**src/reversible_deque_defines.svh**
```systemverilog
// Assertion macros shared by the deque RTL.
// Expects signals named clk and rst_n in the scope of each use.
`ifndef REVERSIBLE_DEQUE_DEFINES_SVH
`define REVERSIBLE_DEQUE_DEFINES_SVH

`ifndef SYNTH
`define RDQ_ASSERT_IMP(lbl, ante, cons) \
  lbl: assert property (@(posedge clk) disable iff (!rst_n) (ante) |-> (cons)) \
    else $error("deque check failed");
`define RDQ_ASSERT_NXT(lbl, ante, cons) \
  lbl: assert property (@(posedge clk) disable iff (!rst_n) (ante) |=> (cons)) \
    else $error("deque check failed");
`else
`define RDQ_ASSERT_IMP(lbl, ante, cons)
`define RDQ_ASSERT_NXT(lbl, ante, cons)
`endif

`endif

```
**src/rdq_pkg.sv**
```systemverilog
// Shared types, codes and defaults of the reversible deque.
// No dependencies.
package rdq_pkg;

  localparam int RDQ_DEPTH    = 64;
  localparam int RDQ_CQ_DEPTH = 2;
  localparam int RDQ_OQ_DEPTH = 4;

  // operation codes on the input channel
  localparam logic [2:0] OP_PUSH_FRONT = 3'd0;
  localparam logic [2:0] OP_PUSH_BACK  = 3'd1;
  localparam logic [2:0] OP_POP_FRONT  = 3'd2;
  localparam logic [2:0] OP_POP_BACK   = 3'd3;
  localparam logic [2:0] OP_REVERSE    = 3'd4;
  localparam logic [2:0] OP_FRONT      = 3'd5;
  localparam logic [2:0] OP_BACK       = 3'd6;
  localparam logic [2:0] OP_PRINT      = 3'd7;

  // result status codes
  localparam logic [1:0] ST_OK    = 2'd0;
  localparam logic [1:0] ST_EMPTY = 2'd1;
  localparam logic [1:0] ST_FULL  = 2'd2;

  // command kinds handed from front to back
  localparam logic [2:0] K_PUSH  = 3'd0;
  localparam logic [2:0] K_POP   = 3'd1;
  localparam logic [2:0] K_REV   = 3'd2;
  localparam logic [2:0] K_PEEK  = 3'd3;
  localparam logic [2:0] K_PRINT = 3'd4;

  typedef struct packed {
    logic [2:0]         op;
    logic signed [31:0] value;
  } rdq_in_t;

  typedef struct packed {
    logic [1:0]         status;
    logic signed [31:0] data;
    logic               last;
  } rdq_out_t;

  typedef struct packed {
    logic [2:0]         kind;
    logic               logical_front;
    logic signed [31:0] value;
  } rdq_cmd_t;

  typedef struct packed {
    logic     vld;
    rdq_out_t item;
  } rdq_res_t;

endpackage

```
**src/rdq_front.sv**
```systemverilog
// Front end: accepts operations, classifies them into commands, queues them.
// Depends on rdq_pkg.
module rdq_front #(
  parameter int CQ_DEPTH = rdq_pkg::RDQ_CQ_DEPTH
) (
  input  logic             clk,
  input  logic             rst_n,
  input  logic             in_push,
  output logic             in_full,
  input  rdq_pkg::rdq_in_t in_item,
  output logic             cmd_vld,
  output rdq_pkg::rdq_cmd_t cmd,
  input  logic             cmd_pop
);
  import rdq_pkg::*;

  localparam int PW = (CQ_DEPTH > 1) ? $clog2(CQ_DEPTH) : 1;
  localparam int CW = $clog2(CQ_DEPTH + 1);
  localparam logic [CW-1:0] FULL_C = CW'(CQ_DEPTH);
  localparam logic [PW-1:0] LAST_P = PW'(CQ_DEPTH - 1);

  rdq_cmd_t        q_r [CQ_DEPTH];
  logic [PW-1:0]   wr_ptr_r, wr_ptr_nxt, rd_ptr_r, rd_ptr_nxt;
  logic [CW-1:0]   cnt_r, cnt_nxt;
  rdq_cmd_t        dec;
  logic            wr_en, rd_en;

  // classify the operation
  always_comb begin
    dec.value         = in_item.value;
    dec.logical_front = 1'b0;
    unique case (in_item.op)
      OP_PUSH_FRONT: begin dec.kind = K_PUSH;  dec.logical_front = 1'b1; end
      OP_PUSH_BACK:  begin dec.kind = K_PUSH;  end
      OP_POP_FRONT:  begin dec.kind = K_POP;   dec.logical_front = 1'b1; end
      OP_POP_BACK:   begin dec.kind = K_POP;   end
      OP_REVERSE:    begin dec.kind = K_REV;   end
      OP_FRONT:      begin dec.kind = K_PEEK;  dec.logical_front = 1'b1; end
      OP_BACK:       begin dec.kind = K_PEEK;  end
      default:       begin dec.kind = K_PRINT; end
    endcase
  end

  assign in_full = (cnt_r == FULL_C);
  assign wr_en   = in_push && !in_full;
  assign cmd_vld = (cnt_r != '0);
  assign rd_en   = cmd_pop && cmd_vld;
  assign cmd     = q_r[rd_ptr_r];

  always_comb begin
    wr_ptr_nxt = wr_en ? ((wr_ptr_r == LAST_P) ? '0 : wr_ptr_r + 1'b1) : wr_ptr_r;
    rd_ptr_nxt = rd_en ? ((rd_ptr_r == LAST_P) ? '0 : rd_ptr_r + 1'b1) : rd_ptr_r;
    cnt_nxt    = cnt_r + CW'(wr_en) - CW'(rd_en);
  end

  always_ff @(posedge clk) begin
    if (!rst_n) begin
      wr_ptr_r <= '0;
      rd_ptr_r <= '0;
      cnt_r    <= '0;
    end else begin
      wr_ptr_r <= wr_ptr_nxt;
      rd_ptr_r <= rd_ptr_nxt;
      cnt_r    <= cnt_nxt;
    end
  end

  always_ff @(posedge clk) begin
    if (wr_en) begin
      q_r[wr_ptr_r] <= dec;
    end
  end

endmodule

```
**src/rdq_back.sv**
```systemverilog
// Back end: ring store, head/count/reverse state, print walker, result stage.
// Depends on rdq_pkg.
module rdq_back #(
  parameter int DEPTH    = rdq_pkg::RDQ_DEPTH,
  parameter int OQ_DEPTH = rdq_pkg::RDQ_OQ_DEPTH
) (
  input  logic                            clk,
  input  logic                            rst_n,
  input  logic                            cmd_vld,
  input  rdq_pkg::rdq_cmd_t               cmd,
  output logic                            cmd_pop,
  input  logic [$clog2(OQ_DEPTH+1)-1:0]   oq_count,
  output rdq_pkg::rdq_res_t               res
);
  import rdq_pkg::*;

  localparam int AW  = $clog2(DEPTH);
  localparam int CW  = $clog2(DEPTH + 1);
  localparam int SW  = CW + 1;
  localparam int QCW = $clog2(OQ_DEPTH + 1);
  localparam logic [CW-1:0]  DEPTH_C = CW'(DEPTH);
  localparam logic [AW-1:0]  LAST_A  = AW'(DEPTH - 1);
  localparam logic [QCW:0]   OQ_C    = (QCW + 1)'(OQ_DEPTH);

  localparam logic S_IDLE  = 1'b0;
  localparam logic S_PRINT = 1'b1;

  logic signed [31:0] mem [DEPTH];
  logic signed [31:0] rd_data_r;

  logic          state_r, state_nxt;
  logic [AW-1:0] head_r, head_nxt;
  logic [CW-1:0] count_r, count_nxt;
  logic          flag_r, flag_nxt;
  logic [CW-1:0] idx_r, idx_nxt;
  logic          res_vld_r, res_vld_nxt;
  logic [1:0]    res_status_r, res_status_nxt;
  logic          res_last_r, res_last_nxt;
  logic          res_mem_r, res_mem_nxt;

  logic          wr_en, rd_en, can_emit, phys_front, is_full, is_empty;
  logic [AW-1:0] wr_addr, rd_addr, head_dec, head_inc;
  logic [CW-1:0] walk_off, last_idx;

  // physical slot of an offset from the head
  function automatic logic [AW-1:0] slot(input logic [AW-1:0] h, input logic [CW-1:0] off);
    logic [SW-1:0] s;
    s = SW'(h) + SW'(off);
    if (s >= SW'(DEPTH)) begin
      s = s - SW'(DEPTH);
    end
    return s[AW-1:0];
  endfunction

  assign can_emit   = ((QCW + 1)'(oq_count) + (QCW + 1)'(res_vld_r)) < OQ_C;
  assign phys_front = cmd.logical_front ^ flag_r;
  assign is_full    = (count_r == DEPTH_C);
  assign is_empty   = (count_r == '0);
  assign head_dec   = (head_r == '0) ? LAST_A : head_r - 1'b1;
  assign head_inc   = (head_r == LAST_A) ? '0 : head_r + 1'b1;
  assign last_idx   = count_r - 1'b1;
  assign walk_off   = flag_r ? (last_idx - idx_r) : idx_r;

  always_comb begin
    state_nxt      = state_r;
    head_nxt       = head_r;
    count_nxt      = count_r;
    flag_nxt       = flag_r;
    idx_nxt        = idx_r;
    res_vld_nxt    = 1'b0;
    res_status_nxt = ST_OK;
    res_last_nxt   = 1'b1;
    res_mem_nxt    = 1'b0;
    cmd_pop        = 1'b0;
    wr_en          = 1'b0;
    wr_addr        = head_r;
    rd_en          = 1'b0;
    rd_addr        = slot(head_r, walk_off);
    unique case (state_r)
      S_IDLE: begin
        if (cmd_vld && can_emit) begin
          cmd_pop = 1'b1;
          unique case (cmd.kind)
            K_PUSH: begin
              if (is_full) begin
                res_vld_nxt    = 1'b1;
                res_status_nxt = ST_FULL;
              end else begin
                wr_en     = 1'b1;
                count_nxt = count_r + 1'b1;
                if (phys_front) begin
                  head_nxt = head_dec;
                  wr_addr  = head_dec;
                end else begin
                  wr_addr = slot(head_r, count_r);
                end
              end
            end
            K_POP: begin
              if (is_empty) begin
                res_vld_nxt    = 1'b1;
                res_status_nxt = ST_EMPTY;
              end else begin
                count_nxt = count_r - 1'b1;
                if (phys_front) begin
                  head_nxt = head_inc;
                end
              end
            end
            K_REV: begin
              flag_nxt = !flag_r;
            end
            K_PEEK: begin
              res_vld_nxt = 1'b1;
              if (is_empty) begin
                res_status_nxt = ST_EMPTY;
              end else begin
                rd_en       = 1'b1;
                res_mem_nxt = 1'b1;
                rd_addr     = phys_front ? head_r : slot(head_r, last_idx);
              end
            end
            K_PRINT: begin
              res_vld_nxt = 1'b1;
              if (is_empty) begin
                res_status_nxt = ST_EMPTY;
              end else begin
                // first entry; idx_r is zero whenever idle
                rd_en        = 1'b1;
                res_mem_nxt  = 1'b1;
                res_last_nxt = (last_idx == '0);
                if (last_idx != '0) begin
                  cmd_pop   = 1'b0;
                  state_nxt = S_PRINT;
                  idx_nxt   = idx_r + 1'b1;
                end
              end
            end
            default: ;
          endcase
        end
      end
      S_PRINT: begin
        if (can_emit) begin
          rd_en        = 1'b1;
          res_vld_nxt  = 1'b1;
          res_mem_nxt  = 1'b1;
          res_last_nxt = (idx_r == last_idx);
          if (idx_r == last_idx) begin
            cmd_pop   = 1'b1;
            state_nxt = S_IDLE;
            idx_nxt   = '0;
          end else begin
            idx_nxt = idx_r + 1'b1;
          end
        end
      end
      default: begin
        state_nxt = S_IDLE;
        idx_nxt   = '0;
      end
    endcase
  end

  always_ff @(posedge clk) begin
    if (!rst_n) begin
      state_r   <= S_IDLE;
      head_r    <= '0;
      count_r   <= '0;
      flag_r    <= 1'b0;
      idx_r     <= '0;
      res_vld_r <= 1'b0;
    end else begin
      state_r   <= state_nxt;
      head_r    <= head_nxt;
      count_r   <= count_nxt;
      flag_r    <= flag_nxt;
      idx_r     <= idx_nxt;
      res_vld_r <= res_vld_nxt;
    end
  end

  always_ff @(posedge clk) begin
    res_status_r <= res_status_nxt;
    res_last_r   <= res_last_nxt;
    res_mem_r    <= res_mem_nxt;
  end

  // ring store, registered read
  always_ff @(posedge clk) begin
    if (wr_en) begin
      mem[wr_addr] <= cmd.value;
    end
    if (rd_en) begin
      rd_data_r <= mem[rd_addr];
    end
  end

  assign res.vld         = res_vld_r;
  assign res.item.status = res_status_r;
  assign res.item.data   = res_mem_r ? rd_data_r : '0;
  assign res.item.last   = res_last_r;

endmodule

```
**src/rdq_outq.sv**
```systemverilog
// Result queue between the back end and the result ports.
// Depends on rdq_pkg.
module rdq_outq #(
  parameter int OQ_DEPTH = rdq_pkg::RDQ_OQ_DEPTH
) (
  input  logic                            clk,
  input  logic                            rst_n,
  input  rdq_pkg::rdq_res_t               res,
  output logic [$clog2(OQ_DEPTH+1)-1:0]   oq_count,
  output logic                            out_empty,
  input  logic                            out_pop,
  output rdq_pkg::rdq_out_t               out_item
);
  import rdq_pkg::*;

  localparam int PW = (OQ_DEPTH > 1) ? $clog2(OQ_DEPTH) : 1;
  localparam int CW = $clog2(OQ_DEPTH + 1);
  localparam logic [PW-1:0] LAST_P = PW'(OQ_DEPTH - 1);

  rdq_out_t      q_r [OQ_DEPTH];
  logic [PW-1:0] wr_ptr_r, wr_ptr_nxt, rd_ptr_r, rd_ptr_nxt;
  logic [CW-1:0] cnt_r, cnt_nxt;
  logic          rd_en;

  assign out_empty = (cnt_r == '0);
  assign rd_en     = out_pop && !out_empty;
  assign out_item  = q_r[rd_ptr_r];
  assign oq_count  = cnt_r;

  always_comb begin
    wr_ptr_nxt = res.vld ? ((wr_ptr_r == LAST_P) ? '0 : wr_ptr_r + 1'b1) : wr_ptr_r;
    rd_ptr_nxt = rd_en ? ((rd_ptr_r == LAST_P) ? '0 : rd_ptr_r + 1'b1) : rd_ptr_r;
    cnt_nxt    = cnt_r + CW'(res.vld) - CW'(rd_en);
  end

  always_ff @(posedge clk) begin
    if (!rst_n) begin
      wr_ptr_r <= '0;
      rd_ptr_r <= '0;
      cnt_r    <= '0;
    end else begin
      wr_ptr_r <= wr_ptr_nxt;
      rd_ptr_r <= rd_ptr_nxt;
      cnt_r    <= cnt_nxt;
    end
  end

  always_ff @(posedge clk) begin
    if (res.vld) begin
      q_r[wr_ptr_r] <= res.item;
    end
  end

endmodule

```
**src/reversible_deque.sv**
```systemverilog
// reversible_deque top level: front end, back end and result queue; uses rdq_pkg.
// Throughput: one operation per cycle while the result queue has room and no
// print is being walked; a print reads its live entries in turn through the
// single read port of the ring store.
// Reset (synchronous, rst_n low): queues empty, deque empty, reverse flag clear;
// the ring store is not cleared and needs no clearing pass.
`include "reversible_deque_defines.svh"

module reversible_deque #(
  parameter int DEPTH    = rdq_pkg::RDQ_DEPTH,
  parameter int CQ_DEPTH = rdq_pkg::RDQ_CQ_DEPTH,
  parameter int OQ_DEPTH = rdq_pkg::RDQ_OQ_DEPTH
) (
  input  logic              clk,
  input  logic              rst_n,
  input  logic              in_push,
  output logic              in_full,
  input  rdq_pkg::rdq_in_t  in_item,
  output logic              out_empty,
  input  logic              out_pop,
  output rdq_pkg::rdq_out_t out_item
);
  import rdq_pkg::*;

  localparam int QCW = $clog2(OQ_DEPTH + 1);

  // Command path: the front end decodes each transfer into a command kind and a
  // logical end, and holds it in a short queue. The physical end is resolved
  // in the back end, since a queued reverse changes it.
  logic     cmd_vld;
  rdq_cmd_t cmd;
  logic     cmd_pop;

  // Result path: the back end registers each result, then drops it into the
  // result queue. It only issues when the queue has room for the new result on
  // top of the one already in its result stage.
  rdq_res_t       res;
  logic [QCW-1:0] oq_count;

  rdq_front #(
    .CQ_DEPTH (CQ_DEPTH)
  ) u_front (
    .clk     (clk),
    .rst_n   (rst_n),
    .in_push (in_push),
    .in_full (in_full),
    .in_item (in_item),
    .cmd_vld (cmd_vld),
    .cmd     (cmd),
    .cmd_pop (cmd_pop)
  );

  // Execute pushes, pops, reverses and peeks from idle. Walk a print one entry
  // per cycle while the result queue has room; retire it with the last entry.
  rdq_back #(
    .DEPTH    (DEPTH),
    .OQ_DEPTH (OQ_DEPTH)
  ) u_back (
    .clk      (clk),
    .rst_n    (rst_n),
    .cmd_vld  (cmd_vld),
    .cmd      (cmd),
    .cmd_pop  (cmd_pop),
    .oq_count (oq_count),
    .res      (res)
  );

  rdq_outq #(
    .OQ_DEPTH (OQ_DEPTH)
  ) u_outq (
    .clk       (clk),
    .rst_n     (rst_n),
    .res       (res),
    .oq_count  (oq_count),
    .out_empty (out_empty),
    .out_pop   (out_pop),
    .out_item  (out_item)
  );

  // A result must never land in a full result queue.
  `RDQ_ASSERT_IMP(a_no_res_overflow, res.vld, oq_count < QCW'(OQ_DEPTH))
  // The back end retires only commands that are present.
  `RDQ_ASSERT_IMP(a_pop_needs_cmd, cmd_pop, cmd_vld)
  // Data is nonzero only on a valid-status result.
  `RDQ_ASSERT_IMP(a_status_data, res.vld && res.item.status != ST_OK, res.item.data == '0)

endmodule

```
**config.mk**
```make
export PLATFORM = sky130hd
export DESIGN_NAME = reversible_deque
export DESIGN_NICKNAME = d
export VERILOG_FILES = /design/src/rdq_pkg.sv /design/src/rdq_front.sv /design/src/rdq_back.sv /design/src/rdq_outq.sv /design/src/reversible_deque.sv
export VERILOG_INCLUDE_DIRS = /design/src /design/src/src
export SDC_FILE = /design/constraint.sdc
export NUM_CORES = 2
export LEC_CHECK = 0
export BUFFER_PORTS_ARGS = -buffer_cell sky130_fd_sc_hd__buf_2
export CORE_UTILIZATION = 35
export CTS_CLUSTER_SIZE = 25
export DETAILED_ROUTE_END_ITERATION = 6
export PLACE_DENSITY = 0.61
export SLEW_MARGIN = 25
export SYNTH_ARGS = -nofsm -noshare
export SYNTH_HDL_FRONTEND = slang
export SYNTH_SLANG_ARGS = --single-unit
```
**constraint.sdc**
```tcl
create_clock -name clk -period 4.9 [get_ports clk]
set_input_delay 0.49 -clock clk [delete_from_list [all_inputs] [get_ports clk]]
set_output_delay 0.49 -clock clk [all_outputs]
set_load 0.02 [all_outputs]
```
======== Word-level counts from Yosys, hierarchy flattened ========
Memory sizes are Yosys's and may differ from the RTL's. A register that Yosys moved wholly into a read port is not among the register bits.
Cells that the tools add are included.
Widths: inputs -> output; s select.
cells by class
  equality and inequality tests ........... 25
  reduce and logical (&&, ||, !) cells .... 27
  $lt $le $gt $ge ......................... 4
  bitwise operators ....................... 3
  mux-type cells .......................... 84
  $add $sub $neg .......................... 21
operators by type and width
  cell                 count
  $mux 6               19
  $mux 7               9
  $mux 1               39
  $mux 32              1
  $pmux 7 s2           2
  $add 6x7->8          3
  $ge 8x7->1 const B   3
  $sub 6x1->6 const B  4
  $add 7x1->7 const B  2
  $logic_not 7->1      2
  $eq 3x2->1 const B   4
  $eq 3x3->1 const B   4
  $pmux 3 s4           1
  $pmux 6 s2           1
  $mux 2               5
  $ne 2x2->1 const B   5
  $pmux 1 s2           5
  $reduce_and 5->1     2
  $reduce_or 2->1      5
  $logic_not 3->1      3
  $ne 2x1->1 const B   4
  $eq 7x7->1           1
  $eq 7x7->1 const B   1
  $reduce_and 7->1     1
  25 further kinds     38
storage, ports and cells
  bits in writable memories ............... 2260
  word-level logic and storage cells ...... 182
  output and inout port bits .............. 37
  register bits ........................... 38
  memories kept ........................... 3
memory list
  name         depth  width  rd ports  clocked after memory_dff  wr ports  RTL line         source
  u_back.mem   64     32     1         1                         1         rdq_back.sv:28   logic signed [31:0] mem [DEPTH];
  u_outq.q_r   4      35     1         1                         1         rdq_outq.sv:20   rdq_out_t q_r [OQ_DEPTH];
  u_front.q_r  2      36     1         1                         1         rdq_front.sv:22  rdq_cmd_t q_r [CQ_DEPTH];

======== Depth between registers and ports, before layout ========
  depth after elaboration ................. 10
  gate-level depth with buffers ........... 21

======== Modules after synthesis ========
Synthesis repeated with hierarchy kept, for this count alone.
unflattened totals
  cell total of the unflattened synthesis .. 6533
  area, all modules ....................... 93146.8 um^2
modules (own cells, without submodules)
  module     times used  seq. area each (um^2)  area each (um^2)  cells each
  rdq_back   1           63000.4                84552.3           6160
  rdq_outq   1           4384.2                 5569.1            228
  rdq_front  1           2262.2                 3025.4            145

======== Worst setup path before layout ========
Ideal clock, no wire load.
  path type ............................... flip-flop to flip-flop
  start point ............................. register u_outq.cnt_r[1], in the netlist u_outq.oq_count[1]
  end point ............................... memory u_back.mem[46][0] (enable)
  clock period less this slack ............ 4515 ps
  arrival time ............................ 4093 ps
  slack ................................... 385 ps
  data required time ...................... 4479 ps
  library setup time ...................... 421 ps
  cell stages (with the launch flop) ...... 12
  cell sequence ........................... dfxtp_1 ha_1 o211a_1 o32a_1 nand2b_1 clkbuf_1 nor4_1 mux2i_1 nor2b_1 nand2b_1 clkbuf_1 nor2_1
between the ends
  cells in the longest elaborated chain, start to end .. 7
ends and longest elaborated chain
  what                          RTL line         source
  start: declaration            rdq_outq.sv:22   logic [CW-1:0] cnt_r, cnt_nxt;
  start signal: assignment      rdq_outq.sv:44   cnt_r <= cnt_nxt;
  $add 3x1->4 *                 rdq_back.sv:55   assign can_emit = ((QCW + 1)'(oq_count) + (QCW + 1)'(res_vld_r)) < OQ_C;
  $lt 4x3->1 *                  rdq_back.sv:55
  $logic_and 1x1->1 *           rdq_back.sv:81   if (cmd_vld && can_emit) begin
  $mux 1                        rdq_back.sv:81
  $mux 1                        rdq_back.sv:79   unique case (state_r)
  $mux 1                        rdq_back.sv:191  if (wr_en) begin
  $mux 1 (implied by the code)  rdq_back.sv:192  mem[wr_addr] <= cmd.value;
  end: declaration              rdq_back.sv:28
Every way passes the cells marked *; elsewhere a longest branch is shown, timed or not.

======== Worst setup path after layout ========
  start point ............................. register u_back.count_r[0]
  end point ............................... register u_back.rd_data_r[11], read port of u_back.mem, data pin
between the ends
  cells in the longest elaborated chain, start to end .. 10
ends and longest elaborated chain
  what                                              RTL line                        source
  start: declaration                                rdq_back.sv:33                  logic [CW-1:0] count_r, count_nxt;
  start signal: assignment                          rdq_back.sv:176                 count_r <= count_nxt;
  $sub 7x1->7                                       rdq_back.sv:61                  assign last_idx = count_r - 1'b1;
  $sub 7x7->7                                       rdq_back.sv:62                  assign walk_off = flag_r ? (last_idx - idx_r) : idx_r;
  $mux 7                                            rdq_back.sv:62
  $add 6x7->8                                       rdq_back.sv:48                  s = SW'(h) + SW'(off);
  $ge 8x7->1 / $sub 6x1->6 (equally long branches)  rdq_back.sv:49, rdq_back.sv:50
  $mux 6                                            rdq_back.sv:49                  if (s >= SW'(DEPTH)) begin
  $mux 6                                            rdq_back.sv:115                 if (is_empty) begin
  $mux 6                                            rdq_back.sv:83                  unique case (cmd.kind)
  $mux 6                                            rdq_back.sv:81
  $mux 6                                            rdq_back.sv:79
  end: declaration                                  rdq_back.sv:29                  logic signed [31:0] rd_data_r;
Parallel ways exist; a longest one is shown, timed or not.
A chain may end at the register's enable or synchronous reset.

==> qor.yml <==
drive_gt1_frac: 0.167
crit_type: "reg2reg"
drt_pre_antenna_iters: 7
timing.final.crit_period_ps: 4840
comb_power_share: 0.304
yosys.area.top_type_share: 0.738
first_global_vias: 54900
rr_worst_depth: 16
die_y_um: 518
slew_violations: 0
nets: 6924
finalCritPeriodShare: 0.987
fp.dieW_um: 518
switchingPower_mw: 20.1
synthTopCellsByArea: "edfxtp_1 74%, nand2_1 6.6%, mux2i_1 3.8%"
synthCells: 6415
grt_max_degree: 97
clock_path_buffers: 3
status: "finished, violations left"
synth_area_sq_um: 93200
slowest_stage: "a311oi_1"
wl_um: 280000
p_leak_nw: 37.3
initial_core_util: 0.352
timing.rr.start: "u_back.count_r[0]$_SDFFE_PN0P_"
r2r-end: "u_back.rd_data_r[11]$_DFFE_PP_"
cp_data_required_time_ps: 5590
syn_to_final_growth_pct: 18.8
intPower_mw: 39.5
port_buffers: 75
hold_depth: 4
place_area_sq_um: 102000
ys_types: 71
cap_violations: 0
hold_violations: 0
clockRootBuffer: "clkbuf_16"
worstPathMaxFanout: 53
hold_slack_ps: 80.4
fin_area_sq_um: 111000
yosys.area.top_type: "edfxtp_1"
yosysWarnings: 0
rrSetupSlack_ps: 60
cts_tree: "done"
grt_util_all_layers: 0.203
cts_max_level: 4
worstSkewPairLatency_ps: 890
violations: "DRC"
detailedPlacementHpwl_um: 174000
worstHoldPathType: "in2reg"
worstMarginPinSlew_ps: 1090
rows: 189
multiInputGateArea_sq_um: 23200
clockPowerShare: 0.287
worstSetupStartpointType: "flop"
ys_async_sr_fraction: 0
critPathTopFamily: "compound AO/OA/AOI/OAI gates"
cts.sinks: 2333
numCtsBuffers: 228
regArea_sq_um: 69700
yosysMostFrequentCell: "edfxtp_1"
synth-edff-count: 2292
antenna_found_initial: 29
fmax_mhz: 207
globalRoute.totalOverflow: 0
seq_area_frac_synth: 0.747
ant_nets: 0
power.density_nw_per_um2: 537
min_from: "out_pop"
end_kind: "flop"
final_util: 0.418
final.setup.tns_ps: 0
routabilityCongestion: 0.916
yosys_register_bits: 2333
p_seq_frac: 0.409
slowest_delay_ps: 530
ios: 76
drc_errors: 59
synth_fp_nets: 6496
wl_per_cell_um: 26.5
path_common_cell: "buf_12"
fill_cells: 23600
dieArea_sq_um: 268000
drt-initial-drc-count: 7679
skew_ps: 43.6
finalSetupViolations: 0
fp.coreArea_sq_um: 265000
ir_drop_uv: 341
path_buf_inv: 5
grt_pass1_wl_um: 399000
max_slew_margin: 0.275
vias_per_cell: 5.49
synthTopCellsByCount: "2292 x edfxtp_1, 1641 x nand2_1, 396 x nand3_1"
syn_area_per_cell_sq_um: 14.5
ys.flop_type: "edfxtp_1"
worstPathArrival_ps: 5520
vias: 58000
crit_chain: "buf_4 -> ha_1 -> fa_2 -> a21oi_1 -> fa_1 -> o31ai_1 -> o21a_4 -> buf_12 -> buf_12 -> buf_12 -> nand2_1 -> and3_1 -> a311oi_1 -> buf_4 -> a2111oi_4 -> nor4_1"
p_sw_frac: 0.337
cts.reportedPaths.clkPinSlew_ps: 70
cells in the final DEF, fill, tap and decap left out, types with 16 or more instances in the layout:
cell | netlist | final
a2111oi_2 | 29 | 51
buf_2 | 133 | 75
nand2_1 | 1641 | 1640
a311oi_1 | 112 | 98
a32o_1 | 112 | 111
mux2_2 | 36 | 31
nor2_4 | 0 | 66
bufinv_16 | 0 | 17
clkbuf_1 | 241 | 57
o21ai_0 | 28 | 27
buf_4 | 9 | 372
and3_1 | 233 | 231
clkinv_2 | 0 | 39
clkinv_1 | 0 | 46
nand3_1 | 396 | 396
nor4_1 | 33 | 27
and2_1 | 60 | 56
clkbuf_16 | 0 | 236
mux2i_1 | 355 | 355
dlygate4sd3_1 | 0 | 36
mux4_2 | 35 | 35
dfxtp_1 | 41 | 36
buf_12 | 0 | 125
a21oi_1 | 30 | 28
ha_1 | 37 | 36
edfxtp_1 | 2292 | 2292
a2111oi_0 | 82 | 16
inv_1 | 33 | 33
nor2_1 | 103 | 37
a31oi_1 | 119 | 117
a2111oi_4 | 0 | 31
xnor2_1 | 36 | 35
logic make-up (layout without fill, tap and decap cells):
| logic type | Yosys count | in the layout | share of synthesized area |
|---|---|---|---|
| AO/OA/AOI/OAI | 586 | 586 | 0.0526 |
| XOR/XNOR | 43 | 43 | 0.00404 |
| adder cells (fa/ha/maj) | 42 | 42 | 0.00604 |
| buffers and inverters | 446 | 1059 | 0.0207 |
| flip-flops | 2333 | 2333 | 0.747 |
| multiplexers | 427 | 427 | 0.0512 |
| other | 0 | 11 | 0 |
| AND/OR/NAND/NOR | 2538 | 2538 | 0.118 |
power groups by stage:
stage | Combinational [mW] | Clock [mW] | Sequential (mW)
after floorplan | 8.66 | 0 | 24.6
after global placement | 17.0 | 0 | 24.8
after detailed placement | 17.1 | 0 | 24.8
after global routing | 18.8 | 18.0 | 24.4
final | 18.1 | 17.1 | 24.3
after CTS | 17.4 | 17.3 | 24.3
state kept, by name, summed over array words and instances (netlist names), named ones only:
register and cells:
u_outq.wr_ptr_r 2, u_front.cnt_r 2, u_front.wr_ptr_r 1, u_back.res_status_r 2, u_front.q_r 72, u_back.mem 2048
u_back.state_r 1, u_outq.oq_count 3, u_back.rd_data_r 32, u_back.idx_r 7, u_back.head_r 6, u_outq.rd_ptr_r 2
u_back.flag_r 1, u_back.res_vld_r 1, u_outq.q_r 140, u_front.rd_ptr_r 1, u_back.res_last_r 1, u_back.res_mem_r 1
u_back.count_r 7
worst min-delay path, delay by kind of cell:
kind | cells | cell delay, ps
AO/OA/AOI/OAI | 1 | 170
buffers and inverters | 1 | 80
AND/OR/NAND/NOR | 2 | 180
area by class of cell:
class                           count  area share
Clock buffer                      295      0.0554
Inverter                           33     0.00112
Antenna cell                       11    0.000248
Sequential cell                  2333       0.629
Multi-Input combinational cell   3636       0.210
Clock inverter                    120     0.00985
Tap cell                         3533      0.0399
Timing Repair Buffer              611      0.0550
metrics by stage:
stage	std cells	power [mW]	setup slack (ps)
after floorplan	6415	33.3	385
after global placement	10100	41.7	-503
after detailed placement	10100	41.9	-358
after CTS	10600	59.0	1.01
after global routing	10600	61.2	-55.9
final	10600	59.5	64.8
worst max path at each step:
stage,startpoint,to,depth (start not counted)
floorplan,u_outq.oq_count[1]$_SDFF_PN0_,u_back.mem[46][0]$_DFFE_PP_,11
global placement,u_back.count_r[0]$_SDFFE_PN0P_,u_back.rd_data_r[4]$_DFFE_PP_,22
detailed placement,u_back.count_r[0]$_SDFFE_PN0P_,u_back.rd_data_r[4]$_DFFE_PP_,22
CTS,u_back.count_r[0]$_SDFFE_PN0P_,u_back.rd_data_r[22]$_DFFE_PP_,16
global route,u_back.count_r[0]$_SDFFE_PN0P_,u_back.rd_data_r[6]$_DFFE_PP_,20
finish,u_back.count_r[0]$_SDFFE_PN0P_,u_back.rd_data_r[11]$_DFFE_PP_,16
routing by layer:
metal,GRT usage,part of all wire,vias to the layer above
met5,0.000889,0.00053,-
met2,0.319,0.46,3055
met3,0.0434,0.11,494
met1,0.277,0.40,29400
li1,-,-,25100
met4,0.0733,0.040,10
repair_timing:
item,CTS,global route
endpoints found under the setup margin,28,32
setup buffers,0,4
hold endpoints to repair,72,0
hold buffers,36,0
pin swaps,0,15
gates resized for setup,45,112
cloned,1,1
Note: power is estimated with default switching activity, not from simulation.
